**src/hdl/bfm_pkg.sv**
```systemverilog
// bfm_pkg: shared types and constants for the binary32 multiplier
// no dependencies

package bfm_pkg;

    localparam logic [31:0] QNAN_BITS = 32'h7FC00000;
    localparam logic [7:0]  EXP_MAX   = 8'hFF;

    // per-item classification and unpacked operands after stage one
    typedef struct packed {
        logic        special;
        logic [31:0] special_val;
        logic        sign;
        logic [23:0] ma;
        logic [23:0] mb;
        logic [4:0]  lza;
        logic [4:0]  lzb;
        logic [7:0]  ea;
        logic [7:0]  eb;
    } t_unpacked;

    // count leading zeros of a 24-bit value (at most 23 for nonzero)
    function automatic logic [4:0] clz24(input logic [23:0] v);
        logic [4:0] n;
        logic       found;
        n = 5'd0;
        found = 1'b0;
        for (int i = 23; i >= 0; i--) begin
            if (!found && v[i]) begin
                n = 5'(23 - i);
                found = 1'b1;
            end
        end
        return n;
    endfunction

endpackage

```
**src/hdl/bfm_round.sv**
```systemverilog
// bfm_round: normalization and round-to-nearest-even of the 48-bit product
// depends on bfm_pkg

module bfm_round
    import bfm_pkg::*;
(
    input  logic [47:0] i_p,
    input  logic [10:0] i_e,
    input  logic        i_sign,
    output logic [31:0] o_result
);

    logic [47:0]        p_n;
    logic signed [10:0] e_n;
    logic [5:0]         shift;
    logic [47:0]        q, rem, half;
    logic [24:0]        qr;
    logic signed [11:0] s;
    logic               tiny;

    always_comb begin
        e_n = $signed(i_e);
        if (i_p[47]) begin
            p_n = i_p;
            e_n = $signed(i_e) + 11'sd1;
        end else begin
            p_n = {i_p[46:0], 1'b0};
        end
        s = 12'sd25 - 12'(e_n);
        // far below half the smallest subnormal: always rounds to zero
        tiny = 1'b0;
        if (e_n >= 11'sd1) begin
            shift = 6'd24;
        end else if (s > 12'sd48) begin
            shift = 6'd48;
            tiny  = 1'b1;
        end else begin
            shift = s[5:0];
        end
        q    = (shift == 6'd48) ? 48'd0 : (p_n >> shift);
        half = 48'd1 << (shift - 6'd1);
        rem  = (shift == 6'd48) ? p_n : (p_n & ((48'd1 << shift) - 48'd1));
        qr   = q[24:0];
        if (!tiny && (rem > half || (rem == half && q[0]))) qr = q[24:0] + 25'd1;
        if (e_n >= 11'sd255) begin
            o_result = {i_sign, EXP_MAX, 23'd0};
        end else if (e_n >= 11'sd1) begin
            if (qr[24]) begin
                if (e_n + 11'sd1 >= 11'sd255) o_result = {i_sign, EXP_MAX, 23'd0};
                else o_result = {i_sign, 8'(e_n + 11'sd1), qr[23:1]};
            end else begin
                o_result = {i_sign, e_n[7:0], qr[22:0]};
            end
        end else begin
            o_result = {i_sign, 7'd0, qr[23:0]};
        end
    end

endmodule

```
**src/hdl/binary32_float_multiplier.sv**
```systemverilog
// binary32_float_multiplier: ieee 754 single precision multiply, round to nearest even
// one transfer per cycle while the pipe is not stalled
// stages: unpack/classify, normalize subnormals, 24x24 multiply, round and pack
// a stall freezes the full stages at the head of the pipe; bubbles collapse while the output waits
// synchronous active-low reset clears only the valid bits
// depends on bfm_pkg and bfm_round

module binary32_float_multiplier
    import bfm_pkg::*;
(
    input  logic        i_clk,
    input  logic        i_rst_n,
    input  logic        i_valid,
    output logic        o_stall,
    input  logic [31:0] i_op_a,
    input  logic [31:0] i_op_b,
    output logic        o_valid,
    input  logic        i_stall,
    output logic [31:0] o_product
);

    // valid bits of the four stages
    logic [3:0] r_v;
    logic [3:0] adv;

    // stage advance: a stage loads when it is empty or its successor is empty or moving
    always_comb begin
        adv[3] = !r_v[3] || !i_stall;
        adv[2] = !r_v[2] || adv[3];
        adv[1] = !r_v[1] || adv[2];
        adv[0] = !r_v[0] || adv[1];
    end
    assign o_stall = !adv[0];

    // stage one: classify specials, split fields
    t_unpacked  r_s1, n_s1;
    logic [7:0] ea, eb;
    logic [22:0] fa, fb;
    logic       nan_a, nan_b, inf_a, inf_b, zero_a, zero_b, sgn;

    always_comb begin
        ea = i_op_a[30:23];
        eb = i_op_b[30:23];
        fa = i_op_a[22:0];
        fb = i_op_b[22:0];
        sgn = i_op_a[31] ^ i_op_b[31];
        nan_a = (ea == EXP_MAX) && (fa != 23'd0);
        nan_b = (eb == EXP_MAX) && (fb != 23'd0);
        inf_a = (ea == EXP_MAX) && (fa == 23'd0);
        inf_b = (eb == EXP_MAX) && (fb == 23'd0);
        zero_a = i_op_a[30:0] == 31'd0;
        zero_b = i_op_b[30:0] == 31'd0;
        n_s1.sign = sgn;
        n_s1.special = 1'b1;
        if (nan_a || nan_b) n_s1.special_val = QNAN_BITS;
        else if (inf_a || inf_b)
            n_s1.special_val = (zero_a || zero_b) ? QNAN_BITS : {sgn, EXP_MAX, 23'd0};
        else if (zero_a || zero_b) n_s1.special_val = {sgn, 31'd0};
        else begin
            n_s1.special = 1'b0;
            n_s1.special_val = 32'd0;
        end
        n_s1.ma  = {(ea != 8'd0), fa};
        n_s1.mb  = {(eb != 8'd0), fb};
        n_s1.lza = clz24({(ea != 8'd0), fa});
        n_s1.lzb = clz24({(eb != 8'd0), fb});
        // subnormal exponent reads as one
        n_s1.ea  = (ea == 8'd0) ? 8'd1 : ea;
        n_s1.eb  = (eb == 8'd0) ? 8'd1 : eb;
    end

    // stage two: normalize significands, combine exponents
    logic        r_sp2, r_sg2;
    logic [31:0] r_spv2;
    logic [23:0] r_ma2, r_mb2;
    logic [10:0] r_e2;

    // stage three: significand product
    logic        r_sp3, r_sg3;
    logic [31:0] r_spv3;
    logic [47:0] r_p3;
    logic [10:0] r_e3;

    // stage four: output register
    logic [31:0] r_out;
    logic [31:0] rounded;

    bfm_round u_round (
        .i_p      (r_p3),
        .i_e      (r_e3),
        .i_sign   (r_sg3),
        .o_result (rounded)
    );

    always_ff @(posedge i_clk) begin
        if (!i_rst_n) begin
            r_v <= 4'd0;
        end else begin
            if (adv[0]) r_v[0] <= i_valid;
            if (adv[1]) r_v[1] <= r_v[0];
            if (adv[2]) r_v[2] <= r_v[1];
            if (adv[3]) r_v[3] <= r_v[2];
        end
    end

    always_ff @(posedge i_clk) begin
        if (adv[0]) r_s1 <= n_s1;
        if (adv[1]) begin
            r_sp2  <= r_s1.special;
            r_spv2 <= r_s1.special_val;
            r_sg2  <= r_s1.sign;
            r_ma2  <= r_s1.ma << r_s1.lza;
            r_mb2  <= r_s1.mb << r_s1.lzb;
            r_e2   <= 11'({3'd0, r_s1.ea}) + 11'({3'd0, r_s1.eb})
                      - 11'({6'd0, r_s1.lza}) - 11'({6'd0, r_s1.lzb}) - 11'd127;
        end
        if (adv[2]) begin
            r_sp3  <= r_sp2;
            r_spv3 <= r_spv2;
            r_sg3  <= r_sg2;
            r_p3   <= 48'(r_ma2) * 48'(r_mb2);
            r_e3   <= r_e2;
        end
        if (adv[3]) r_out <= r_sp3 ? r_spv3 : rounded;
    end

    assign o_valid   = r_v[3];
    assign o_product = r_out;

endmodule
```
**config.mk**
```make
export PLATFORM = sky130hd
export DESIGN_NAME = binary32_float_multiplier
export DESIGN_NICKNAME = d
export VERILOG_FILES = /design/src/hdl/bfm_pkg.sv /design/src/hdl/bfm_round.sv /design/src/hdl/binary32_float_multiplier.sv
export SDC_FILE = /design/constraint.sdc
export NUM_CORES = 2
export LEC_CHECK = 0
export ABC_CLOCK_PERIOD_IN_PS = 9900
export BUFFER_PORTS_ARGS = -buffer_cell sky130_fd_sc_hd__buf_2
export CAP_MARGIN = 15
export CORE_MARGIN = 4
export CORE_UTILIZATION = 45
export CTS_CLUSTER_DIAMETER = 60
export DETAILED_ROUTE_END_ITERATION = 10
export HOLD_SLACK_MARGIN = 0.05
export PLACE_DENSITY_LB_ADDON = 0.3
export SLEW_MARGIN = 20
export SYNTH_ARGS = -nofsm -noshare
export SYNTH_HDL_FRONTEND = slang
export SYNTH_HIERARCHICAL = 1
export SYNTH_SLANG_ARGS = --single-unit
```
**constraint.sdc**
```tcl
create_clock -name i_clk -period 9.9 [get_ports i_clk]
set_input_delay 0.99 -clock i_clk [delete_from_list [all_inputs] [get_ports i_clk]]
set_output_delay 0.99 -clock i_clk [all_outputs]
set_load 0.05 [all_outputs]
```
# Word-level counts from Yosys, hierarchy flattened
# Index checks and enable logic that the tools add are counted.
# W data, S select, Z words.
dict set report totals {
  reg_bits 330
  in_bits 68
  out_inout_bits 34
  word_cells 296
}
dict set report op_classes {
  n_addsub 10
  n_mul 1
  n_lt_le_gt_ge 5
  eq_ne 4
  n_shift 5
  muxes 108
  n_bitwise 2
  n_reduce_logical 130
}
# operator n
set ops {}
lappend ops {{$mux W5} 28}
lappend ops {{$mux W32} 4}
lappend ops {{$mux W31} 4}
lappend ops {{$mux W48} 2}
lappend ops {{$shl A1 B6 Y48 const A} 2}
lappend ops {{$logic_not A31 Y1} 2}
lappend ops {{$logic_not A1 Y1} 53}
lappend ops {{$mux W1} 53}
lappend ops {{$logic_and A1 B1 Y1} 52}
lappend ops {{$mux W25} 2}
lappend ops {{$and A48 B48 Y48} 1}
lappend ops {{$eq A48 B48 Y1} 1}
lappend ops {{$gt A48 B48 Y1} 1}
lappend ops {{$mul A24 B24 Y48} 1}
lappend ops {{$shl A24 B5 Y24} 2}
lappend ops {{$shr A48 B6 Y25} 1}
lappend ops {{$sub A48 B1 Y48 const B} 1}
lappend ops {{$logic_not A23 Y1} 2}
lappend ops {{$reduce_bool A23 Y1} 2}
lappend ops {{$add A25 B1 Y25 const B} 1}
lappend ops {{$mux W3} 8}
lappend ops {{$add A11 B2 Y11 const B} 2}
lappend ops {{$ge A11 B9 Y1 const B} 2}
lappend ops {{$eq A8 B8 Y1 const B} 2}
lappend ops {{19 further kinds} 36}

# Longest topological paths before layout
dict set report logic_depth {
  ltp_word 71
  ltp_mapped 44
}

# Hierarchy
# Netlist, hierarchy kept.
# module instances cells_per_inst area_each_um2 seq_area_each_um2
set by_module_without_submodules {}
lappend by_module_without_submodules {binary32_float_multiplier 1 3018 30400.4 7257.0}
lappend by_module_without_submodules {bfm_round 1 1299 8465.6 0.0}

# Worst setup path before layout
# No wires, ideal clock.
dict set report synth_path {
  kind {reg-to-reg}
  start {reg r_p3[47]}
  end {reg r_out[30], in the netlist o_product[30], data pin}
  setup_ns 0.265
  arrival_ns 8.447
  required_time_ns 9.635
  path_slack_ns 1.188
  path_stages_with_launch 40
  cell_sequence {edfxtp_1 -> buf_2 -> buf_1 -> mux2_2 -> clkinv_1 -> ha_1 -> inv_1 -> nand4_1 -> mux2_2 -> o22a_1 -> buf_6 -> o41ai_4 -> buf_2 -> a21oi_1 -> buf_2 -> nand2_1 -> clkbuf_1 -> nand3_1 -> [4 not listed] -> o21ai_0 -> nand2_1 -> a221oi_1 -> ha_1 -> nand4_1 -> nor4_1 -> nand3_1 -> o21bai_1 -> nor4bb_1 -> a22oi_1 -> o211a_1 -> nand4_4 -> or4_1 -> o31ai_1 -> nand4_1 -> a31o_1 -> inv_1 -> o21ai_0}
}
dict set report synth_between {
  elab_chain_cells 18
  word_cells_on_any_way 34
}
# element line_no
set synth_rtl {}
lappend synth_rtl {{start: declaration} binary32_float_multiplier.sv:81} ;# logic [47:0] r_p3;
lappend synth_rtl {{start signal: assignment} binary32_float_multiplier.sv:121} ;# r_p3 <= 48'(r_ma2) * 48'(r_mb2);
lappend synth_rtl {{parallel branches: the longest is 16 deep, another holds $sub A48 B1 Y48} n/a}
lappend synth_rtl {{$mux W31 *} bfm_round.sv:45} ;# if (e_n >= 11'sd255) begin
lappend synth_rtl {{named net rounded[30]} binary32_float_multiplier.sv:86} ;# logic [31:0] rounded;
lappend synth_rtl {{$mux W32 *} binary32_float_multiplier.sv:124} ;# if (adv[3]) r_out <= r_sp3 ? r_spv3 : rounded;
lappend synth_rtl {{end signal: assignment} binary32_float_multiplier.sv:124}
lappend synth_rtl {{end: declaration} binary32_float_multiplier.sv:85} ;# logic [31:0] r_out;
# Mark *: on every way through the listed nets, which the timed path passes.
# A chain may end at the register's enable or synchronous reset.

# Final worst setup path
dict set report layout_path {
  start {reg r_e3[1]}
  end {reg r_out[22], in the netlist o_product[22], data pin}
}
dict set report layout_between {
  elab_chain_cells 20
  word_cells_on_any_way 34
}
# element line_no
set layout_rtl {}
lappend layout_rtl {{start: declaration} binary32_float_multiplier.sv:82} ;# logic [10:0] r_e3;
lappend layout_rtl {{start signal: assignment} binary32_float_multiplier.sv:122} ;# r_e3 <= r_e2;
lappend layout_rtl {{$add A11 B2 Y11} bfm_round.sv:25} ;# e_n = $signed(i_e) + 11'sd1;
lappend layout_rtl {{$mux W11 *} bfm_round.sv:23} ;# if (i_p[47]) begin
lappend layout_rtl {{parallel branches: the longest is 16 deep, another holds $sub A48 B1 Y48} n/a}
lappend layout_rtl {{$mux W31 *} bfm_round.sv:45}
lappend layout_rtl {{named net rounded[22]} binary32_float_multiplier.sv:86}
lappend layout_rtl {{$mux W32 *} binary32_float_multiplier.sv:124}
# Marks and branches as above.

==> results_dict.tcl <==
set metrics [dict create \
    hold_start "r_spv2[22]$_DFFE_PP_" \
    critPathMaxFanout 26 \
    r2r_end "o_product[22]$_DFFE_PP_" \
    busiest_layer "met2" \
    post_cts.repair.setup_buffers 0 \
    die-area_sq_um 91130 \
    numCtsBuffers 29 \
    cpMostUsedCell "ha_1" \
    routed_via_density 5.840 \
    yosysWarningCount 6 \
    placementRows 107 \
    max_stage_delay_ps 630 \
    seq_area_sq_um 7257 \
    cts_max_path_buffers 3 \
    status "finished clean" \
    fillers 8266 \
    h-tree-depth 1 \
    postRouteAntennaNets 0 \
    cts_sinks 243 \
    dr.first_iter.drc_count 3042 \
    rrSetupSlack_ps 640 \
    wire_per_inst_um 21.82 \
    finalHoldViolCount 0 \
    worstRegToRegCells 34 \
    post-route-min-period_ps 9257 \
    ctsRootBufferMaster "clkbuf_16" \
    cts_tree "yes" \
    multi_input_area_sq_um 28230 \
    clkLatencyLatePin_ps 600 \
    arrival_ps 9730 \
    fmax_mhz 108.0 \
    ios 102 \
    relSlewSlack_pct 25.00 \
    first_global_vias 32930 \
    port_buffers 101 \
    period_share_pct 93.51 \
    drc 0 \
    use_met3_pct 4.593 \
    die_x_um 301.9 \
    antenna_found_initial 0 \
    core_region_area_sq_um 85410 \
    finalSetupViolCount 0 \
    dr.pass1.iters 6 \
    synthTopCellsByCount "inv_1 (630), nand2_1 (499), fa_1 (488)" \
    path_buf_inv 3 \
    end_kind "flop" \
    yosysTopAreaCellShare_pct 25.14 \
    n_antenna_cell 0 \
    met1_usage_pct 34.92 \
    cp_slowest_cell "or4_1" \
    netlist_instances 4317 \
    hpwlAfterDp_um 94400 \
    min_to "r_spv3[22]$_DFFE_PP_" \
    skew_ps 16.83 \
    yosysSeqAreaShare_pct 18.67 \
    grt_pass1_wl_um 189200 \
    layout-drive-gt1-share_pct 9.552 \
    rr_startpoint "r_e3[1]$_DFFE_PP_" \
    netlist_top_cells_area "fa_1 (25%), edfxtp_1 (18%), ha_1 (8.2%)" \
    synth-edff-count 239 \
    critical_path_required_ps 10370 \
    rsz0062_at_grt "false" \
    hold_depth 0 \
    grtUsageMet2_pct 43.83 \
    gp_congestion 1.061 \
    ys_ff_latch 243 \
    tightest_slew_ps 1111 \
    path_clk_slew_ps 60 \
    ys_types 122 \
    hold_path.class "flop to flop" \
    synth_ff_type "edfxtp_1" \
    finalMaxSlewViolations 0 \
    fp.dieH_um 301.9 \
    postRouteWirelength_um 120000 \
    area_growth_pct 7.317 \
    synth_most_common_cell "inv_1" \
    synth_area_leader_cell "fa_1" \
    async_flop_share_pct 0 \
    drv_cap 0 \
    netlist_area_sq_um 38870 \
    startpoint "r_e3[1]$_DFFE_PP_" \
    fin_nets 5144 \
    vias 32110 \
    initial_core_util_pct 45.50 \
    tns_ps 0 \
    syn_area_per_cell_sq_um 9.003 \
    overflow 0 \
    criticalPathCategory "flop to flop" \
    grt_max_degree 74 \
    startpoint_type "flop" \
    cp_top_family "compound AO/OA/AOI/OAI gates" \
    grtUsageTotal_pct 26.47 \
]
==> metal layers <==
layer	vias to the layer above	routed length, um	part of all wire, %
met5	-	0	0
met2	1404	56330	47
met1	15900	48380	40
met4	0	5411	4.5
li1	14480	-	-
met3	331	9879	8.2
==> state kept, by name (all words and copies together) (netlist names) <==
register   flops
r_spv3         3
r_mb2         24
r_v            4
r_spv2         3
r_sg3          1
r_sg2          1
r_sp2          1
r_e2          11
r_ma2         24
r_sp3          1
o_product     32
r_s1          79
r_e3          11
r_p3          48
==> cells in the final DEF (no fill, tap or decap), types with 119 or more instances in the layout <==
cell type,count
and2_1,329
buf_4,119
a21oi_1,165
nand2_1,498
nor2_1,209
edfxtp_1,239
o21ai_0,123
inv_1,629
ha_1,256
fa_1,488
==> how the worst max path moves through the flow <==
stage / depth (start not counted) / endpoint
finish: 34 / o_product[22]$_DFFE_PP_
global route: 33 / o_product[8]$_SDFFCE_PP0P_
CTS: 31 / o_product[10]$_SDFFCE_PP0P_
detailed placement: 31 / o_product[22]$_DFFE_PP_
global placement: 34 / o_product[14]$_SDFFCE_PP0P_
floorplan: 39 / o_product[30]$_DFFE_PP_
==> worst register-to-register path, delay by kind of cell (launching register included) <==
kind            cells  cell delay (ps)
simple gates       12             3060
mux                 1              160
fa+ha+maj           4             1470
flops               1              500
xor+xnor            1              220
compound gates     13             3320
buf+inv             3              410
==> logic make-up after synthesis <==
family,synth area share (%)
simple gates,19.05
fa+ha+maj,33.38
flops,18.67
buf+inv,8.917
other cells,0.01932
xor+xnor,2.386
compound gates,13.25
mux,4.336
==> stage by stage <==
| stage | hold slack, ps | instance area, sq um | instances | util (%) | worst slack (ps) |
|---|---|---|---|---|---|
| floorplan | 400.3 | 38900 | 4327 | - | 1188 |
| global placement | 404.0 | 40690 | 5444 | 47.63 | 783.5 |
| detailed placement | 409.3 | 40690 | 5444 | 47.63 | 577.1 |
| CTS | 423.5 | 41670 | 5498 | 48.78 | 536.2 |
| global route | 435.7 | 41710 | 5499 | 48.83 | 156.7 |
| finish | 415.7 | 41710 | 5499 | 48.83 | 642.8 |
==> final cells by class <==
| class | count | area share [%] |
|---|---|---|
| multi-input combinational | 3200 | 67.69 |
| sequential | 243 | 17.40 |
| inverter | 637 | 5.733 |
| tap | 1144 | 3.432 |
| timing repair buffer | 221 | 3.390 |
| clock buffer | 34 | 1.833 |
| clock inverter | 20 | 0.5220 |
==> what timing repair did <==
item,4_1_cts,5_1_grt
gates resized for setup,0,4
hold buffers,0,0
endpoints found under the setup margin,0,11
Power is not shown: default switching activity piles up to over one toggle a cycle in this logic, so the estimate is an artifact.
